--- src/hw/rtl/srsk_pkg.sv ---
// Shared constants for the stable record sorter.
// Default capacity and field widths used by the top level and the record store.
// No dependencies.
`timescale 1ns / 1ps
`default_nettype none

package srsk_pkg;

    localparam int SRSK_MAX_RECORDS  = 64;
    localparam int SRSK_KEY_BITS     = 8;
    localparam int SRSK_PAYLOAD_BITS = 32;

endpackage : srsk_pkg

`default_nettype wire

--- src/hw/rtl/srsk_store.sv ---
// Record store: one write port and one read port, registered read data.
// Holds {key, payload} words for the sorter. Uses srsk_pkg for default sizes.
`timescale 1ns / 1ps
`default_nettype none

module srsk_store
    import srsk_pkg::*;
#(
    parameter int DEPTH = SRSK_MAX_RECORDS,
    parameter int WIDTH = SRSK_KEY_BITS + SRSK_PAYLOAD_BITS
) (
    input  wire logic                     aclk,
    input  wire logic                     wr_en,
    input  wire logic [$clog2(DEPTH)-1:0] wr_addr,
    input  wire logic [WIDTH-1:0]         wr_data,
    input  wire logic                     rd_en,
    input  wire logic [$clog2(DEPTH)-1:0] rd_addr,
    output logic      [WIDTH-1:0]         rd_data
);

    logic [WIDTH-1:0] mem_array [DEPTH];

    // Write port
    always_ff @(posedge aclk) begin
        if (wr_en) begin
            mem_array[wr_addr] <= wr_data;
        end
    end

    // Read port; data holds while no read is issued
    always_ff @(posedge aclk) begin
        if (rd_en) begin
            rd_data <= mem_array[rd_addr];
        end
    end

endmodule : srsk_store

`default_nettype wire

--- src/hw/rtl/stable_record_sort_by_key.sv ---
// Stable record sorter top level: insertion controller, output register.
// Depends on srsk_pkg and srsk_store.
//
//   channel  | direction | ports                                              | handshake
//   request  | in        | s_record_key, s_record_payload, s_batch_end        | s_valid/s_ready
//   result   | out       | m_sorted_key, m_sorted_payload, m_final_result,    | m_valid/m_ready
//            |           | m_overflowed                                       |
//
// Insertion: in ST_SHIFT a request walks down from the tail, shifting greater keys up a
// slot, and is written there or, at the head, in ST_PLACE; the read port walks one entry
// per cycle. A dropped request (store full) or a batch's first request is handled in
// ST_IDLE. After the batch_end request, readout goes via ST_FETCH and ST_LOAD, then one
// result per cycle while m_ready is high; s_ready stays low from a batch_end request until
// the final result is taken. Reset (aresetn low at a clock edge) empties the store.
`timescale 1ns / 1ps
`default_nettype none

module stable_record_sort_by_key
    import srsk_pkg::*;
#(
    parameter int MAX_RECORDS  = SRSK_MAX_RECORDS,
    parameter int KEY_BITS     = SRSK_KEY_BITS,
    parameter int PAYLOAD_BITS = SRSK_PAYLOAD_BITS
) (
    input  wire logic                    aclk,
    input  wire logic                    aresetn,
    input  wire logic                    s_valid,
    output logic                         s_ready,
    input  wire logic [KEY_BITS-1:0]     s_record_key,
    input  wire logic [PAYLOAD_BITS-1:0] s_record_payload,
    input  wire logic                    s_batch_end,
    output logic                         m_valid,
    input  wire logic                    m_ready,
    output logic      [KEY_BITS-1:0]     m_sorted_key,
    output logic      [PAYLOAD_BITS-1:0] m_sorted_payload,
    output logic                         m_final_result,
    output logic                         m_overflowed
);

    localparam int IDX_W = $clog2(MAX_RECORDS);
    localparam int CNT_W = $clog2(MAX_RECORDS + 1);
    localparam int REC_W = KEY_BITS + PAYLOAD_BITS;

    typedef enum logic [2:0] {
        ST_IDLE,
        ST_SHIFT,
        ST_PLACE,
        ST_FETCH,
        ST_LOAD,
        ST_HOLD
    } state_t;

    state_t                  state_reg, state_next;
    logic [CNT_W-1:0]        count_reg, count_next;
    logic                    ovf_reg, ovf_next;
    logic [CNT_W-1:0]        pos_reg, pos_next;
    logic [CNT_W-1:0]        emit_idx_reg, emit_idx_next;
    logic [KEY_BITS-1:0]     new_key_reg, new_key_next;
    logic [PAYLOAD_BITS-1:0] new_pay_reg, new_pay_next;
    logic                    new_last_reg, new_last_next;
    logic                    m_valid_reg, m_valid_next;
    logic [KEY_BITS-1:0]     m_key_reg, m_key_next;
    logic [PAYLOAD_BITS-1:0] m_pay_reg, m_pay_next;
    logic                    m_final_reg, m_final_next;
    logic                    m_ovf_reg, m_ovf_next;

    logic                    wr_en;
    logic [IDX_W-1:0]        wr_addr;
    logic [REC_W-1:0]        wr_data;
    logic                    rd_en;
    logic [IDX_W-1:0]        rd_addr;
    logic [REC_W-1:0]        rd_data;

    logic [KEY_BITS-1:0]     rd_key;
    logic [PAYLOAD_BITS-1:0] rd_pay;
    logic [CNT_W-1:0]        cnt_last;
    logic [CNT_W-1:0]        cnt_inc;
    logic [CNT_W-1:0]        pos_dec;
    logic [CNT_W-1:0]        pos_dec2;
    logic [CNT_W-1:0]        emit_inc;
    logic                    emit_is_final;

    srsk_store #(
        .DEPTH (MAX_RECORDS),
        .WIDTH (REC_W)
    ) u_store (
        .aclk    (aclk),
        .wr_en   (wr_en),
        .wr_addr (wr_addr),
        .wr_data (wr_data),
        .rd_en   (rd_en),
        .rd_addr (rd_addr),
        .rd_data (rd_data)
    );

    assign rd_key        = rd_data[REC_W-1:PAYLOAD_BITS];
    assign rd_pay        = rd_data[PAYLOAD_BITS-1:0];
    assign cnt_last      = count_reg - CNT_W'(1);
    assign cnt_inc       = count_reg + CNT_W'(1);
    assign pos_dec       = pos_reg - CNT_W'(1);
    assign pos_dec2      = pos_reg - CNT_W'(2);
    assign emit_inc      = emit_idx_reg + CNT_W'(1);
    assign emit_is_final = (emit_idx_reg == cnt_last);

    // Next-state and store access control
    always_comb begin
        state_next    = state_reg;
        count_next    = count_reg;
        ovf_next      = ovf_reg;
        pos_next      = pos_reg;
        emit_idx_next = emit_idx_reg;
        new_key_next  = new_key_reg;
        new_pay_next  = new_pay_reg;
        new_last_next = new_last_reg;
        m_valid_next  = m_valid_reg;
        m_key_next    = m_key_reg;
        m_pay_next    = m_pay_reg;
        m_final_next  = m_final_reg;
        m_ovf_next    = m_ovf_reg;
        wr_en         = 1'b0;
        wr_addr       = '0;
        wr_data       = '0;
        rd_en         = 1'b0;
        rd_addr       = '0;

        case (state_reg)
            ST_IDLE: begin
                if (s_valid) begin
                    if (count_reg >= CNT_W'(MAX_RECORDS)) begin
                        // Store full: drop the request, note the overflow
                        ovf_next = 1'b1;
                        if (s_batch_end) begin
                            state_next = ST_FETCH;
                        end
                    end else if (count_reg == '0) begin
                        // Empty store: place at the head directly
                        wr_en      = 1'b1;
                        wr_addr    = '0;
                        wr_data    = {s_record_key, s_record_payload};
                        count_next = cnt_inc;
                        if (s_batch_end) begin
                            state_next = ST_FETCH;
                        end
                    end else begin
                        // Start walking down from the tail
                        new_key_next  = s_record_key;
                        new_pay_next  = s_record_payload;
                        new_last_next = s_batch_end;
                        pos_next      = count_reg;
                        rd_en         = 1'b1;
                        rd_addr       = cnt_last[IDX_W-1:0];
                        state_next    = ST_SHIFT;
                    end
                end
            end

            ST_SHIFT: begin
                if (new_key_reg < rd_key) begin
                    // Move the larger entry up one slot, fetch the next one down
                    wr_en    = 1'b1;
                    wr_addr  = pos_reg[IDX_W-1:0];
                    wr_data  = rd_data;
                    pos_next = pos_dec;
                    if (pos_reg == CNT_W'(1)) begin
                        state_next = ST_PLACE;
                    end else begin
                        rd_en   = 1'b1;
                        rd_addr = pos_dec2[IDX_W-1:0];
                    end
                end else begin
                    // Equal or smaller key stops the walk: place after it
                    wr_en      = 1'b1;
                    wr_addr    = pos_reg[IDX_W-1:0];
                    wr_data    = {new_key_reg, new_pay_reg};
                    count_next = cnt_inc;
                    state_next = new_last_reg ? ST_FETCH : ST_IDLE;
                end
            end

            ST_PLACE: begin
                // Land at the head of the store
                wr_en      = 1'b1;
                wr_addr    = pos_reg[IDX_W-1:0];
                wr_data    = {new_key_reg, new_pay_reg};
                count_next = cnt_inc;
                state_next = new_last_reg ? ST_FETCH : ST_IDLE;
            end

            ST_FETCH: begin
                rd_en         = 1'b1;
                rd_addr       = '0;
                emit_idx_next = '0;
                state_next    = ST_LOAD;
            end

            ST_LOAD: begin
                // Present the first entry, prefetch the one after it
                m_valid_next = 1'b1;
                m_key_next   = rd_key;
                m_pay_next   = rd_pay;
                m_final_next = emit_is_final;
                m_ovf_next   = ovf_reg;
                if (!emit_is_final) begin
                    rd_en   = 1'b1;
                    rd_addr = emit_inc[IDX_W-1:0];
                end
                emit_idx_next = emit_inc;
                state_next    = ST_HOLD;
            end

            ST_HOLD: begin
                if (m_ready) begin
                    if (m_final_reg) begin
                        // Batch done: clear the store for the next one
                        m_valid_next = 1'b0;
                        count_next   = '0;
                        ovf_next     = 1'b0;
                        state_next   = ST_IDLE;
                    end else begin
                        // Advance to the prefetched entry
                        m_key_next   = rd_key;
                        m_pay_next   = rd_pay;
                        m_final_next = emit_is_final;
                        if (!emit_is_final) begin
                            rd_en   = 1'b1;
                            rd_addr = emit_inc[IDX_W-1:0];
                        end
                        emit_idx_next = emit_inc;
                    end
                end
            end

            default: begin
                state_next = ST_IDLE;
            end
        endcase
    end

    // State, counters and output register
    always_ff @(posedge aclk) begin
        if (!aresetn) begin
            state_reg   <= ST_IDLE;
            count_reg   <= '0;
            ovf_reg     <= 1'b0;
            m_valid_reg <= 1'b0;
        end else begin
            state_reg   <= state_next;
            count_reg   <= count_next;
            ovf_reg     <= ovf_next;
            m_valid_reg <= m_valid_next;
        end
        pos_reg      <= pos_next;
        emit_idx_reg <= emit_idx_next;
        new_key_reg  <= new_key_next;
        new_pay_reg  <= new_pay_next;
        new_last_reg <= new_last_next;
        m_key_reg    <= m_key_next;
        m_pay_reg    <= m_pay_next;
        m_final_reg  <= m_final_next;
        m_ovf_reg    <= m_ovf_next;
    end

    assign s_ready          = (state_reg == ST_IDLE);
    assign m_valid          = m_valid_reg;
    assign m_sorted_key     = m_key_reg;
    assign m_sorted_payload = m_pay_reg;
    assign m_final_result   = m_final_reg;
    assign m_overflowed     = m_ovf_reg;

    // Intake and readout never overlap
    assert property (@(posedge aclk) disable iff (!aresetn)
        !(s_ready && m_valid))
        else $error("request accepted while a result is pending");

    // Record count stays within capacity
    assert property (@(posedge aclk) disable iff (!aresetn)
        count_reg <= CNT_W'(MAX_RECORDS))
        else $error("record count beyond capacity");

    // Taking the final result empties the store and clears the overflow
    assert property (@(posedge aclk) disable iff (!aresetn)
        (m_valid && m_ready && m_final_result) |=> (count_reg == '0 && !ovf_reg && s_ready))
        else $error("store not cleared after final result");

    // A walk step never writes above the tail of the batch
    assert property (@(posedge aclk) disable iff (!aresetn)
        (state_reg == ST_SHIFT) |-> (pos_reg <= count_reg && pos_reg != '0))
        else $error("insertion position out of range");

endmodule : stable_record_sort_by_key

`default_nettype wire
--- config.mk ---
export PLATFORM = sky130hd
export DESIGN_NAME = stable_record_sort_by_key
export DESIGN_NICKNAME = d
export VERILOG_FILES = /design/src/hw/rtl/srsk_pkg.sv /design/src/hw/rtl/srsk_store.sv /design/src/hw/rtl/stable_record_sort_by_key.sv
export SDC_FILE = /design/constraint.sdc
export NUM_CORES = 2
export LEC_CHECK = 0
export BUFFER_PORTS_ARGS = -buffer_cell sky130_fd_sc_hd__clkbuf_2
export CORE_ASPECT_RATIO = 0.5
export CORE_UTILIZATION = 40
export CTS_CLUSTER_SIZE = 12
export DETAILED_ROUTE_END_ITERATION = 7
export PLACE_DENSITY = 0.58
export RECOVER_POWER = 50
export SETUP_SLACK_MARGIN = 0.4
export SKIP_LAST_GASP = 1
export SYNTH_ARGS = -nofsm -noshare
export SYNTH_HDL_FRONTEND = slang
export SYNTH_SLANG_ARGS = --single-unit
--- constraint.sdc ---
create_clock -name aclk -period 6.7 [get_ports aclk]
set_input_delay 1.34 -clock aclk [delete_from_list [all_inputs] [get_ports aclk]]
set_output_delay 1.34 -clock aclk [all_outputs]
set_load 0.1 [all_outputs]
==> Word level (Yosys, flattened, before mapping) <==
Memories as Yosys holds them, arrays and structs flattened. A register that Yosys moved wholly into a read port is not among the register bits.
Cells that the tools add are included.
{ "op_classes": {"add_sub_neg": 5, "magnitude_cmp": 2, "n_eq_ne": 18, "n_mux": 70, "bitwise_logic": 2, "n_reduce_logical": 17} }
{ "ops": {"columns": ["operator", "n"], "rows": [
  ["$mux 40", 4],
  ["$pmux 40 s3", 1],
  ["$mux 7", 12],
  ["$mux 32", 2],
  ["$pmux 32 s2", 1],
  ["$mux 6", 9],
  ["$pmux 7 s4", 1],
  ["$mux 3", 8],
  ["$pmux 6 s4", 1],
  ["$pmux 7 s3", 1],
  ["$mux 1", 19],
  ["$pmux 3 s6", 1],
  ["$mux 8", 2],
  ["$ne 2x2->1 const B", 8],
  ["$pmux 8 s2", 1],
  ["$add 7x1->7 const B", 2],
  ["$pmux 7 s2", 1],
  ["$sub 7x1->7 const B", 2],
  ["$reduce_and 5->1", 2],
  ["$reduce_and 3->1", 3],
  ["$lt 8x8->1", 1],
  ["$pmux 1 s2", 4],
  ["$reduce_and 4->1", 2],
  ["$eq 7x1->1 const B", 1],
  ["19 further kinds", 25]
]} }
{ "totals": {"regBits": 109, "mem_bits_rw": 2560, "in_bits": 45, "output_inout_bits": 44, "wordCells": 128, "n_memories": 1} }
{ "memory_table": {"columns": ["memory", "depth", "word_bits", "read_ports", "rd_clocked_by_memory_dff", "wr", "line", "source"], "rows": [
  ["u_store.mem_array", 64, 40, 1, 1, 1, "srsk_store.sv:21", "logic [WIDTH-1:0] mem_array [DEPTH];"]
]} }

==> Longest topological paths before layout <==
{ "depth": {"word_depth": 7, "mapped_depth": 16} }

==> Modules after synthesis <==
Synthesis repeated with hierarchy kept, for this count alone.
{ "hier_totals": {"hier_cells": 4600, "hier_area_um2": 103364.1} }
{ "by_module_without_submodules": {"columns": ["mod", "n_inst", "cells_per_inst", "area_per_inst_um2"], "rows": [
  ["srsk_store", 1, 4136, 98165.4],
  ["stable_record_sort_by_key", 1, 464, 5198.7]
]} }

==> Worst setup path before layout <==
OpenSTA, ideal clock, no wires.
{ "synth_path": {"path_kind": "input to register", "from": "in m_ready", "to": "reg u_store.rd_data[16], read port of u_store.mem_array, data pin", "setup_time_ps": 275, "arrival_ps": 4780, "required_ps": 6425, "slack_ps": 1645, "path_stages": 13, "n_path_buf": 4, "cell_sequence": "nand2b_1 > a21oi_2 > nand2_1 > a21o_1 > buf_2 > nand2_2 > buf_2 > buf_4 > clkbuf_1 > mux2i_1 > o22ai_1 > o31ai_1 > o2111ai_1"} }
{ "synth_via": {"elab_chain_cells": 2, "elab_cells_between_ends": 4, "classes_between": "mux (4)"} }
{ "synth_rtl": {"columns": ["element", "line", "source"], "rows": [
  ["start, declared", "stable_record_sort_by_key.sv:33", "input wire logic m_ready,"],
  ["$mux 1 / $mux 6 (equally long branches)", "stable_record_sort_by_key.sv:212", "if (m_ready) begin"],
  ["$pmux 1 s5 / $pmux 6 s4 (equally long branches)", "stable_record_sort_by_key.sv:126", "case (state_reg)"],
  ["end, declared", "srsk_store.sv:18", "output logic [WIDTH-1:0] rd_data"]
]} }
Several ways; a longest one is shown, not always the timed one.
A chain may end at the register's enable or synchronous reset.

==> Worst setup path in the final report <==
{ "layout_path": {"from": "reg u_store.rd_data[34], read port of u_store.mem_array", "to": "mem u_store.mem_array[43][14] (netlist name), data pin"} }
{ "layout_via": {"elab_chain_cells": 3} }
{ "layout_rtl": {"columns": ["element", "line", "source"], "rows": [
  ["$lt 8x8->1", "stable_record_sort_by_key.sv:158", "if (new_key_reg < rd_key) begin"],
  ["$mux 40", "stable_record_sort_by_key.sv:158", null],
  ["$pmux 40 s3", "stable_record_sort_by_key.sv:126", null],
  ["named net u_store.wr_data[14]", "srsk_store.sv:15", "input wire logic [WIDTH-1:0] wr_data,"],
  ["end, declared", "srsk_store.sv:21", null]
]} }
The timed path passes the listed nets, and every way through them passes these cells.

==> key figures <==
Die
  • Initial Utilization: 40.3%
  • Die Ht: 369 µm
  • Ports: a little under 90
  • Num rows: 134
  • Core footprint: 267000 µm²
  • Die area: 271000 µm²
  • DIE WIDTH: 735 µm

CTS
  • Clock transition at the registers of the reported paths: 60 ps
  • Clk buf depth: 4
  • CTS Sinks: approximately 2700
  • Num CTS Buffers: 273
  • CTS Hold Buffers Added: 0
  • CTS root buffer: clkbuf_16
  • CTS tree: done
  • Skew-Pair Late Insertion Delay: about 860 ps
  • H-tree depth: 5

Timing
  • Crit path time final: approximately 6400 ps
  • Max-slew violation count: about 1800
  • Setup_tns: 0 ps
  • Setup-failing EPs final: 0
  • Unrepaired setup endpoints after global routing: no
  • Final Cycle Share: 96.0%
  • Slew @ Worst Pin: 4030 ps
  • Slew headroom: -169%
  • Post-Route Skew: ~53 ps
  • Hold violation count in the final report: 0
  • Fmax: 156 MHz

Synth
  • Mapped Nets: 6628
  • Top-area cell type share of the netlist area: 75.3%
  • Post-synth EDFFs: 2697
  • Leading area contributor after synthesis: edfxtp_1
  • Register area share after synthesis: between 70 and 80%
  • Synth top area cells: edfxtp_1, mux2i_1, nand3_1, o22ai_1, a211oi_1
  • Synth async-reset ratio: 0%
  • Post-synthesis cell count: 6568
  • Unique masters post-synth: 78
  • Synthesized area: 108000 µm²
  • Synth warn: 0
  • Seq cells post-synth: between 2000 and 3000
  • Ys flop type: edfxtp_1
  • Syn_area_per_cell: 16.4 µm²

Layout
  • P&R area growth vs syn: 12.0%
  • Biggest regs: u_store.mem_array x2560, u_store.rd_data x40
  • Fin area: 120000 µm²
  • Layout Nets: 6770
  • Final Non-Filler Cells: 10400
  • Largest register FFs: 2560
  • Share of post-route cells with drive strength above 1: 9.57%
  • Biggest register: u_store.mem_array

Global route
  • Initial antenna violation count: 4
  • Number of global-route vias before repair: 61100
  • Largest net degree at the start of global routing: 136
  • First-pass GRT wire length: 458 mm
  • GRT Util Overall: 23.1%
  • GR Overflow Total: 0

Drt
  • Wire length per cell: roughly 31 µm
  • Via count: between 60000 and 70000
  • Vias per inst: a little over 6
  • # DRC: 4
  • DRT Wirelength: 323 mm
  • Initial drt markers: just under 9000
  • Post-route ant nets: 0
  • DRT Pass-1 Iters: 8

Run
  • Max_cap viols: 74

Run status
  • Status: finished with violations
  • Violated checks: DRC, capacitance limit, slew limit

Placed design
  • Area after DPL: 114000 µm²
  • RePlAce Congestion: 0.842
  • Placed Cells: 10000
  • Post-DP HPWL: 185 mm
  • Buffers on Ports: a little under 90

Critical path
  • Crit path kind: register to register
  • Critical path buffer and inverter count: 4
  • Max incr delay on CP: between 1500 and 2000 ps
  • Slowest-stage cell, CP: nor2_1
  • Critical path, cell by cell: inv_1 > ha_1 > nand2_1 > o21ai_0 > clkbuf_1 > a21oi_1 > o21a_1 > nor2_1 > a222oi_1 > inv_1 > buf_4
  • Worst Setup Start Kind: register
  • Critical Path RT: 7330 ps
  • CP top delay family: buffers and inverters
  • CP most frequent cell: inv_1
  • Worst path arrival time: 7060 ps
  • Crit-path max FO: 32
  • Critical path endpoint category: register

Power
  • LEAKAGE: 37.4 nW
  • Sequential power share: 40.2%
  • Max IR drop VDD: about 0.0004 V
  • Logic gate share of total power: 37.1%
  • Total net switching power: about 23 mW
  • Switching share of power: a little under two fifths
  • Internal power: 37.2 mW
  • Pwr Density: 499 nW/µm²
  • Total Power: 60.1 mW
  • Clk network pwr share: a little under a quarter

Min path
  • Hold Crit Class: register to register
## synthesized netlist by cell type, types with 3 or more instances
library cell / n
a31oi_1: 11
edfxtp_1: 2697
o21ai_0: 459
nor3_1: 5
a211oi_2: 3
nor2b_1: 6
a2111o_1: 5
o2111ai_1: 80
a21o_1: 3
a222oi_1: 40
o22ai_1: 370
nand2_1: 40
a211oi_1: 308
nand3_1: 466
a21oi_1: 27
clkbuf_1: 316
ha_1: 15
buf_2: 158
mux2_2: 3
inv_1: 59
buf_4: 10
xnor2_1: 12
nand4_1: 5
buf_6: 7
or4_1: 70
buf_1: 32
o211ai_1: 7
mux2i_1: 817
nand2b_1: 15
o31ai_1: 106
and2_1: 5
xor2_1: 15
a211o_1: 141
o31a_1: 11
or2_2: 4
nor4_1: 41
or3_1: 5
nor2_1: 107
o22a_1: 16
dfxtp_1: 12
o21a_1: 3
a32o_1: 6
a2111oi_0: 8
## timing repair
item / CTS / global route
setup buffers: 0 / 0
resized for setup: 0 / 1
setup endpoints to repair: 0 / 1
## final cells by class
type	instances	area [µm²]
Multi-Input combinational cell	3275	24200
Clock inverter	25	189
Timing Repair Buffer	390	2930
Inverter	61	229
Sequential cell	2709	81200
Antenna cell	1	2.50
Fill cell	23100	147000
Clock buffer	331	7190
Tap cell	3604	4510
## power by group through the flow
stage                     clock [mW]  sequential, mW  combinational (mW)
after floorplan                    0            24.2                12.5
final                           13.6            24.1                22.3
after global placement             0            24.4                22.1
after global routing            14.4            24.2                23.3
after CTS                       13.8            24.1                22.3
after detailed placement           0            24.4                22.3
## cells in the final DEF, fill, tap and decap left out, types with 139 or more instances in the layout
| cell type | netlist | layout |
|---|---|---|
| nand3_1 | 466 | 466 |
| clkbuf_16 | 0 | 279 |
| buf_4 | 10 | 201 |
| o21ai_0 | 459 | 459 |
| a211oi_1 | 308 | 308 |
| edfxtp_1 | 2697 | 2697 |
| o22ai_1 | 370 | 370 |
| mux2i_1 | 817 | 817 |
| clkbuf_1 | 316 | 178 |
| a211o_1 | 141 | 139 |
## per-layer routing
| metal | vias up | global-route usage (%) | share of wire [%] |
|---|---|---|---|
| li1 | 26900 | - | - |
| met1 | 33300 | 33.4 | 43 |
| met2 | 3068 | 36.3 | 46 |
| met3 | 506 | 3.47 | 8.0 |
| met4 | 2 | 6.98 | 3.2 |
| met5 | - | 0 | 0.0037 |
## cell families (layout without fill, tap and decap cells)
logic type | after synthesis | in the layout | synth area share [%]
buffers and inverters | 584 | 807 | 2.31
AO/OA/AOI/OAI | 1625 | 1625 | 10.3
multiplexers | 822 | 822 | 7.66
AND/OR/NAND/NOR | 784 | 784 | 3.81
XOR/XNOR | 29 | 29 | 0.262
other | 0 | 1 | 0
adder cells (fa/ha/maj) | 15 | 15 | 0.175
flip-flops | 2709 | 2709 | 75.5
## worst paths after layout
kind | end | cells past startpoint | slack (ps) | startpoint
worst min register to register | m_overflowed | 0 | 440 | ovf_reg
worst max register to register | u_store.mem_array[43][14] | 11 | 270 | u_store.rd_data[34]
worst min-delay path | m_overflowed | 0 | 440 | ovf_reg
worst max-delay path | u_store.mem_array[43][14] | 11 | 270 | u_store.rd_data[34]
## per-stage QoR
| step | hold slack [ps] | setup WS, ps | utilization (%) |
|---|---|---|---|
| 3_3_place_gp | 422 | 461 | 42.6 |
| 4_1_cts | 439 | 652 | 45.4 |
| 5_1_grt | 462 | 248 | 45.1 |
| 2_1_floorplan | 409 | 1650 | - |
| 3_5_place_dp | 424 | 612 | 42.6 |
| 6_report | 439 | 269 | 45.1 |
Power figures use the tool's default switching activity.
